[src/hw/rtl/jfhp_pkg.sv]
// Types and constants shared by the frame header parser.
package jfhp_pkg;

    localparam int unsigned FIXED_HDR_BYTES = 8;
    localparam int unsigned FIFO_DEPTH      = 4;

    typedef enum logic [2:0] {
        ST_RECORD    = 3'd0,
        ST_FRAME_OK  = 3'd1,
        ST_BAD_COUNT = 3'd2,
        ST_LARGE_ID  = 3'd3,
        ST_BAD_H     = 3'd4,
        ST_BAD_V     = 3'd5,
        ST_BAD_SIZE  = 3'd6
    } status_t;

    typedef struct packed {
        status_t     status;
        logic [7:0]  quant_table;
        logic [3:0]  v_factor;
        logic [3:0]  h_factor;
        logic [7:0]  component_id;
        logic [3:0]  max_v;
        logic [3:0]  max_h;
        logic [7:0]  component_count;
        logic [15:0] width;
        logic [15:0] height;
        logic [7:0]  precision;
    } rec_t;

    function automatic logic factor_ok(input logic [3:0] f);
        return (f == 4'd1) || (f == 4'd2) || (f == 4'd4);
    endfunction

endpackage

[src/hw/rtl/jpeg_frame_header_parser.sv]
// Baseline JPEG frame header parser: byte stream in, component and frame records out.
//
//  channel  | dir | tdata                          | tuser       | tlast
//  s_axis   | in  | data_byte                      | seg. start  | segment end
//  m_axis   | out | frame and component fields     | status      | -
//
//  One header byte is taken per clock while s_axis_tready is high; its records
//  (zero, one or two) are written to a four-entry output queue in the same cycle.
//  Records leave at one per clock while m_axis_tready is high; s_axis_tready
//  drops only while fewer than two queue entries are free.
//  Reset leaves the parser halted, waiting for a byte with tuser set.
module jpeg_frame_header_parser
    import jfhp_pkg::*;
#(
    parameter int MAX_COMPONENTS = 4
)
(
    input  logic        clk,
    input  logic        rst_n,
    input  logic        s_axis_tvalid,
    output logic        s_axis_tready,
    input  logic [7:0]  s_axis_tdata,   // [7:0] data_byte
    input  logic        s_axis_tuser,   // [0] segment_start
    input  logic        s_axis_tlast,   // segment_end
    output logic        m_axis_tvalid,
    input  logic        m_axis_tready,
    // [7:0] precision, [23:8] height, [39:24] width, [47:40] component_count,
    // [51:48] max_h, [55:52] max_v, [63:56] component_id, [67:64] h_factor,
    // [71:68] v_factor, [79:72] quant_table
    output logic [79:0] m_axis_tdata,
    output logic [2:0]  m_axis_tuser    // [2:0] status
);

    localparam int PTR_W = $clog2(FIFO_DEPTH);

    // parser state
    logic [4:0]  pos_reg,    pos_next;
    logic [1:0]  phase_reg,  phase_next;
    logic [15:0] len_reg,    len_next;
    logic [7:0]  prec_reg,   prec_next;
    logic [15:0] hgt_reg,    hgt_next;
    logic [15:0] wid_reg,    wid_next;
    logic [2:0]  cnt_reg,    cnt_next;
    logic [2:0]  done_reg,   done_next;
    logic [7:0]  id_reg,     id_next;
    logic [3:0]  h_reg,      h_next;
    logic [3:0]  v_reg,      v_next;
    logic [3:0]  mh_reg,     mh_next;
    logic [3:0]  mv_reg,     mv_next;
    logic        halted_reg, halted_next;

    // output queue
    rec_t             fifo_mem [FIFO_DEPTH];
    logic [PTR_W-1:0] wr_ptr_reg, rd_ptr_reg;
    logic [PTR_W:0]   fill_reg;

    logic       in_fire, out_fire;
    logic [1:0] push_n;
    rec_t       res0, res1;
    logic [7:0] b;
    logic [2:0] done_inc;
    logic [15:0] expect_len;

    function automatic rec_t make_rec(
        input status_t     st,
        input logic [7:0]  prec,
        input logic [15:0] hgt,
        input logic [15:0] wid,
        input logic [7:0]  cnt,
        input logic [3:0]  mh,
        input logic [3:0]  mv,
        input logic [7:0]  id,
        input logic [3:0]  h,
        input logic [3:0]  v,
        input logic [7:0]  q
    );
        rec_t r;
        r.status          = st;
        r.precision       = prec;
        r.height          = hgt;
        r.width           = wid;
        r.component_count = cnt;
        r.max_h           = mh;
        r.max_v           = mv;
        r.component_id    = id;
        r.h_factor        = h;
        r.v_factor        = v;
        r.quant_table     = q;
        return r;
    endfunction

    assign b             = s_axis_tdata;
    assign s_axis_tready = (fill_reg <= (PTR_W+1)'(FIFO_DEPTH - 2));
    assign in_fire       = s_axis_tvalid && s_axis_tready;
    assign m_axis_tvalid = (fill_reg != '0);
    assign out_fire      = m_axis_tvalid && m_axis_tready;

    always_comb
    begin
        logic adv;
        logic start;
        adv   = 1'b0;
        start = s_axis_tuser;

        pos_next    = start ? '0 : pos_reg;
        phase_next  = start ? '0 : phase_reg;
        len_next    = start ? '0 : len_reg;
        prec_next   = start ? '0 : prec_reg;
        hgt_next    = start ? '0 : hgt_reg;
        wid_next    = start ? '0 : wid_reg;
        cnt_next    = start ? '0 : cnt_reg;
        done_next   = start ? '0 : done_reg;
        id_next     = start ? '0 : id_reg;
        h_next      = start ? '0 : h_reg;
        v_next      = start ? '0 : v_reg;
        mh_next     = start ? '0 : mh_reg;
        mv_next     = start ? '0 : mv_reg;
        halted_next = start ? 1'b0 : halted_reg;

        push_n     = 2'd0;
        res0       = '0;
        res1       = '0;
        done_inc   = done_next + 3'd1;
        expect_len = 16'(FIXED_HDR_BYTES) + {12'd0, cnt_next, 1'b0} + {13'd0, cnt_next};

        if (!halted_next)
        begin
            adv = 1'b1;
            if (pos_next < 5'(FIXED_HDR_BYTES))
            begin
                unique case (pos_next[2:0])
                    3'd0: len_next = {b, 8'd0};
                    3'd1: len_next = {len_next[15:8], b};
                    3'd2: prec_next = b;
                    3'd3: hgt_next = {b, 8'd0};
                    3'd4: hgt_next = {hgt_next[15:8], b};
                    3'd5: wid_next = {b, 8'd0};
                    3'd6: wid_next = {wid_next[15:8], b};
                    default:
                    begin
                        if (b == 8'd0 || b > 8'(MAX_COMPONENTS))
                        begin
                            res0 = make_rec(ST_BAD_COUNT, prec_next, hgt_next, wid_next, b,
                                            mh_next, mv_next, 8'd0, 4'd0, 4'd0, 8'd0);
                            push_n      = 2'd1;
                            halted_next = 1'b1;
                            adv         = 1'b0;
                        end
                        else
                        begin
                            cnt_next = b[2:0];
                        end
                    end
                endcase
            end
            else
            begin
                unique case (phase_next)
                    2'd0:
                    begin
                        if (b > 8'(MAX_COMPONENTS))
                        begin
                            res0 = make_rec(ST_LARGE_ID, prec_next, hgt_next, wid_next,
                                            {5'd0, cnt_next}, mh_next, mv_next, b,
                                            4'd0, 4'd0, 8'd0);
                            push_n      = 2'd1;
                            halted_next = 1'b1;
                            adv         = 1'b0;
                        end
                        else
                        begin
                            id_next = b;
                        end
                    end
                    2'd1:
                    begin
                        if (!factor_ok(b[7:4]) || !factor_ok(b[3:0]))
                        begin
                            res0 = make_rec(factor_ok(b[7:4]) ? ST_BAD_V : ST_BAD_H,
                                            prec_next, hgt_next, wid_next,
                                            {5'd0, cnt_next}, mh_next, mv_next, id_next,
                                            b[7:4], b[3:0], 8'd0);
                            push_n      = 2'd1;
                            halted_next = 1'b1;
                            adv         = 1'b0;
                        end
                        else
                        begin
                            h_next = b[7:4];
                            v_next = b[3:0];
                        end
                    end
                    default:
                    begin
                        if (h_next > mh_next) mh_next = h_next;
                        if (v_next > mv_next) mv_next = v_next;
                        res0 = make_rec(ST_RECORD, prec_next, hgt_next, wid_next,
                                        {5'd0, cnt_next}, mh_next, mv_next, id_next,
                                        h_next, v_next, b);
                        push_n    = 2'd1;
                        done_next = done_inc;
                        if (done_inc == cnt_next)
                        begin
                            res1 = make_rec((len_next == expect_len) ? ST_FRAME_OK
                                                                     : ST_BAD_SIZE,
                                            prec_next, hgt_next, wid_next,
                                            {5'd0, cnt_next}, mh_next, mv_next,
                                            8'd0, 4'd0, 4'd0, 8'd0);
                            push_n      = 2'd2;
                            halted_next = 1'b1;
                            adv         = 1'b0;
                        end
                    end
                endcase
            end

            if (adv)
            begin
                if (pos_next >= 5'(FIXED_HDR_BYTES))
                begin
                    phase_next = (phase_next == 2'd2) ? 2'd0 : phase_next + 2'd1;
                end
                pos_next = pos_next + 5'd1;
                if (s_axis_tlast)
                begin
                    if (push_n == 2'd0)
                    begin
                        res0 = make_rec(ST_BAD_SIZE, prec_next, hgt_next, wid_next,
                                        {5'd0, cnt_next}, mh_next, mv_next,
                                        8'd0, 4'd0, 4'd0, 8'd0);
                    end
                    else
                    begin
                        res1 = make_rec(ST_BAD_SIZE, prec_next, hgt_next, wid_next,
                                        {5'd0, cnt_next}, mh_next, mv_next,
                                        8'd0, 4'd0, 4'd0, 8'd0);
                    end
                    push_n      = push_n + 2'd1;
                    halted_next = 1'b1;
                end
            end
        end
    end

    always_ff @(posedge clk or negedge rst_n)
    begin
        if (!rst_n)
        begin
            pos_reg    <= '0;
            phase_reg  <= '0;
            len_reg    <= '0;
            prec_reg   <= '0;
            hgt_reg    <= '0;
            wid_reg    <= '0;
            cnt_reg    <= '0;
            done_reg   <= '0;
            id_reg     <= '0;
            h_reg      <= '0;
            v_reg      <= '0;
            mh_reg     <= '0;
            mv_reg     <= '0;
            halted_reg <= 1'b1;
        end
        else if (in_fire)
        begin
            pos_reg    <= pos_next;
            phase_reg  <= phase_next;
            len_reg    <= len_next;
            prec_reg   <= prec_next;
            hgt_reg    <= hgt_next;
            wid_reg    <= wid_next;
            cnt_reg    <= cnt_next;
            done_reg   <= done_next;
            id_reg     <= id_next;
            h_reg      <= h_next;
            v_reg      <= v_next;
            mh_reg     <= mh_next;
            mv_reg     <= mv_next;
            halted_reg <= halted_next;
        end
    end

    // output queue
    always_ff @(posedge clk or negedge rst_n)
    begin
        if (!rst_n)
        begin
            wr_ptr_reg <= '0;
            rd_ptr_reg <= '0;
            fill_reg   <= '0;
        end
        else
        begin
            if (in_fire)
            begin
                wr_ptr_reg <= wr_ptr_reg + PTR_W'(push_n);
            end
            if (out_fire)
            begin
                rd_ptr_reg <= rd_ptr_reg + PTR_W'(1);
            end
            fill_reg <= fill_reg + (in_fire ? (PTR_W+1)'(push_n) : '0)
                        - (out_fire ? (PTR_W+1)'(1) : '0);
        end
    end

    always_ff @(posedge clk)
    begin
        if (in_fire && push_n != 2'd0)
        begin
            fifo_mem[wr_ptr_reg] <= res0;
        end
        if (in_fire && push_n == 2'd2)
        begin
            fifo_mem[wr_ptr_reg + PTR_W'(1)] <= res1;
        end
    end

    rec_t head;
    assign head         = fifo_mem[rd_ptr_reg];
    assign m_axis_tuser = head.status;
    assign m_axis_tdata = {head.quant_table, head.v_factor, head.h_factor,
                           head.component_id, head.max_v, head.max_h,
                           head.component_count, head.width, head.height,
                           head.precision};

endmodule

[config.mk]
export PLATFORM = sky130hd
export DESIGN_NAME = jpeg_frame_header_parser
export DESIGN_NICKNAME = d
export VERILOG_FILES = /design/src/hw/rtl/jfhp_pkg.sv /design/src/hw/rtl/jpeg_frame_header_parser.sv
export SDC_FILE = /design/constraint.sdc
export NUM_CORES = 1
export LEC_CHECK = 0
export ABC_CLOCK_PERIOD_IN_PS = 6100
export BUFFER_PORTS_ARGS = -buffer_cell sky130_fd_sc_hd__buf_2
export CORE_UTILIZATION = 62
export DETAILED_ROUTE_END_ITERATION = 12
export PLACE_DENSITY = 0.8
export SETUP_SLACK_MARGIN = 0.05
export SLEW_MARGIN = 25
export SYNTH_ARGS = -nofsm -noshare
export SYNTH_HDL_FRONTEND = slang
export SYNTH_SLANG_ARGS = --single-unit
export TNS_END_PERCENT = 1
[constraint.sdc]
create_clock -name clk -period 6.1 [get_ports clk]
set_clock_uncertainty 0.2 [all_clocks]
set_input_delay 0.915 -clock clk [delete_from_list [all_inputs] [get_ports clk]]
set_output_delay 0.915 -clock clk [all_outputs]
set_load 0.1 [all_outputs]
==> run_results.csv <==
group,metric,value,unit
run_status,result_of_the_run,"completed",
placed_design,hpwl,37600,um
routing,antenna_violating_nets_post_route,0,
final_layout,area_growth,10.6,%
final_layout,fillers,2349,
worst_setup_path,path_max_fanout,81,
routing,post-route-drc-count,0,
final_layout,most_used_cells_in_the_layout_excluding_fill_and_tap_cells,"sky130_fd_sc_hd__o22ai_1 (217), sky130_fd_sc_hd__edfxtp_1 (216), sky130_fd_sc_hd__o21ai_0 (170), sky130_fd_sc_hd__nand3_1 (137), sky130_fd_sc_hd__nand2_1 (126)",
floorplanning,floorplan.initialDensity,63.6,%
sta,final_critical_path_setup_slack,1200,ps
final_layout,seq_area,11300,um2
sta,fin_tns_setup,0,ps
sta,final_max_slew_viol_count,0,
global_routing,number_of_antenna_violations_at_the_first_check_in_global_routing,1,
floorplanning,fp.dieH,188,um
routing,drt_wl_total,61600,um
sta,rsz_0062_raised_after_global_routing,"false",
cts,cts_post_setup_buffers_inserted,0,
synth,avgSynthCellArea,11.2,um2
power,power.density,423,nW/um2
sta,max_slew.worst_pin.slew,1090,ps
floorplanning,core_area,33800,um2
final_layout,post-route-util,70.3,%
sta,final.hold.worst_slack,213,ps
placed_design,dp.cells,2337,
sta,fin_crit_sh,80.3,%
sta,max_clock_freq,204,MHz
global_routing,first_global_vias,17400,
cts,cts.path.max_buffers,3,
final_layout,largest_register,"fifo_mem",
final_layout,final_net_count,1971,
cts,worstSkewPairLatency,560,ps
cts,htree_levels,2,
floorplanning,die_area,35400,um2
synth,synth_area,21500,um2
worst_setup_path,timing.setup.critical_path_class,"primary input to register",
cts,cts_inserted_buffers,45,
final_layout,instances_no_fill,2422,
synth,seq_area_frac_synth,52.8,%
routing,drt-vias-per-instance,7.20,
global_routing,grt_util_all_layers,34.9,%
synth,postSynth.asyncResetShare,23.3,%
placed_design,gp_routability_congestion,0.981,
power,p_leak,8.30,nW
synth,synth_enable_flop_cells,216,
cts,cts.sinks,433,
worst_setup_path,crit_path_cell_trace,"buf_2 > buf_4 > or4b_4 > or4_4 > nor2_4 > nor2_1 > ha_1 > nand2_1 > or3_1 > a2111oi_2 > nor2_4 > buf_4 > nand3_1 > o21ai_0",
worst_setup_path,r2r_cells,14,
cts,cts_hold_buf,0,
final_layout,drive_above_1_share,17.9,%
final_layout,leading_cell_type_in_the_layout_fill_and_taps_excluded,"sky130_fd_sc_hd__o22ai_1",
synth,leading_register_cell_type_out_of_synthesis,"sky130_fd_sc_hd__edfxtp_1",
worst_setup_path,critPathSlowestCell,"sky130_fd_sc_hd__or4b_4",
routing,vias,17400,
worst_setup_path,worst-r2r-setup-slack,1550,ps
worst_setup_path,worstSetupStartpointType,"primary input",
cts,clk_root_buffer_cell,"sky130_fd_sc_hd__clkbuf_16",
synth,post-synth-top-area-cell,"sky130_fd_sc_hd__edfxtp_1",
flow_run,drv.max_cap_violation_count,0,
power,vdd_drop_max,367,uV
floorplanning,die_w,188,um
cts,tritoncts,"built",
global_routing,largest_net_degree_at_the_start_of_global_routing,113,
placed_design,pre_cts_ws,757,ps
cts,cts_repair_resize_count,0,
synth,synth-warning-count,0,
global_routing,grt-ovfl-total,0,
synth,syn_inst_count,1915,
sta,setup_viol_count_final,0,
final_layout,number_of_flip_flops_in_the_largest_register,332,
sta,finalHoldViolCount,0,
global_routing,grt_first_pass_wirelength,96200,um
worst_hold_path,worst_hold_path_type,"primary input to async pin",
routing,drt_iter0_markers,2309,
placed_design,numPortBuffers,98,
routing,firstDrtPassIters,8,
sta,timing.slew.headroom,27.4,%
final_layout,multi_input_area,9340,um2
worst_setup_path,worstSetupEndpointType,"register",
synth,synth.top_cells.by_area,"sky130_fd_sc_hd__edfxtp_1 (30%), sky130_fd_sc_hd__dfrtp_1 (12%), sky130_fd_sc_hd__dfxtp_1 (11%)",
worst_setup_path,worstPathRequired,6300,ps
synth,postSynthRegisterBits,433,
floorplanning,boundary_pin_count,99,
sta,period_needed,4900,ps
routing,avgRoutedWirePerCell,25.4,um
worst_setup_path,data_arrival_at_the_endpoint_of_the_critical_path,5100,ps
worst_setup_path,critPathMaxStageDelay,610,ps
cts,path_clk_slew,60,ps
synth,synth.top_cell.area_share,30.2,%
final_layout,antennaDiodeCount,0,
synth,syn-num-nets,1949,
synth,yosys.cell_types.count,84,
floorplanning,floorplan.rows,67,
==> cell type report <==
class | instances | area share [%]
clock inverters | 15 | 0.527
repair buffers | 150 | 4.25
well taps | 448 | 2.36
clock buffers | 69 | 5.38
multi-input cells | 1280 | 39.3
flip-flops and latches | 433 | 47.8
inverters | 27 | 0.427
==> critical path: cells and delay by family <==
kind / cells / cell delay, ps
AND/OR/NAND/NOR: 8 / 2270
buffers and inverters: 3 / 1030
AO/OA/AOI/OAI: 2 / 480
adder cells (fa/ha/maj): 1 / 330
==> metrics by stage <==
| step | power [mW] | instance area (um2) |
|---|---|---|
| 6_report | 10.0 | 23800 |
| 5_1_grt | 10.3 | 23800 |
| 4_1_cts | 9.99 | 23700 |
| 3_3_place_gp | 7.34 | 22300 |
| 2_1_floorplan | 6.73 | 21500 |
| 3_5_place_dp | 7.39 | 22300 |
==> path summary, 6_finish.rpt <==
| check | start | endpoint |
|---|---|---|
| hold / removal | rst_n | id_reg[7] |
| max in group asynchronous | rst_n | wid_reg[14] |
| setup / recovery | s_axis_tuser | fifo_mem[2][67] |
| hold reg to reg | fifo_mem[0][45] | fifo_mem[0][45] |
| setup reg to reg | pos_reg[0] | fifo_mem[2][67] |
| min in group clk | fifo_mem[0][45] | fifo_mem[0][45] |
==> per-layer routing <==
layer	wire (um)	part of all wire (%)	GRT usage [%]	vias up
li1	-	-	-	7531
met1	23000	37	45.9	8512
met2	29400	48	56.2	1159
met3	6440	10	6.44	234
met4	2800	4.5	16.4	2
met5	8	0.013	0	-
==> power by group <==
part / switching (mW) / internal (mW)
logic: 2.80 / 0.973
clock network: 1.14 / 1.49
registers: 0.326 / 3.30
==> cells by family (layout without fill, tap and decap cells) <==
kind of cell	count (synthesis)	in the layout	synth area share (%)
buf+inv	202	261	4.09
mux	106	106	9.82
fa+ha+maj	20	20	1.23
flops	433	433	52.8
xor+xnor	16	16	0.716
simple gates	514	514	12.4
compound gates	624	624	18.9
==> synthesized netlist by cell type, drive strengths merged (3+ instances only) <==
master     n
nand2b    22
o2111ai    5
mux2       8
o21a       5
or3        4
or2        5
edfxtp   216
mux2i     15
dfrtp    100
nor2      52
buf       67
a22oi     37
xor2       9
clkbuf   108
o22ai    217
a32oi      9
nand2    142
a22o      47
a221oi     3
dfxtp    116
o32ai      6
inv       26
and3      30
ha        18
and2      23
a31oi      7
a211o      3
nand3    139
nand4     13
a32o      16
xnor2      6
o211ai     5
o31ai     12
nor3      25
o21bai     3
a21oi     25
and3b      4
nor4       8
nor3b     15
mux4      83
nor2b     22
a2bb2oi    4
o21ai    206
Power figures use the tool's default switching activity.
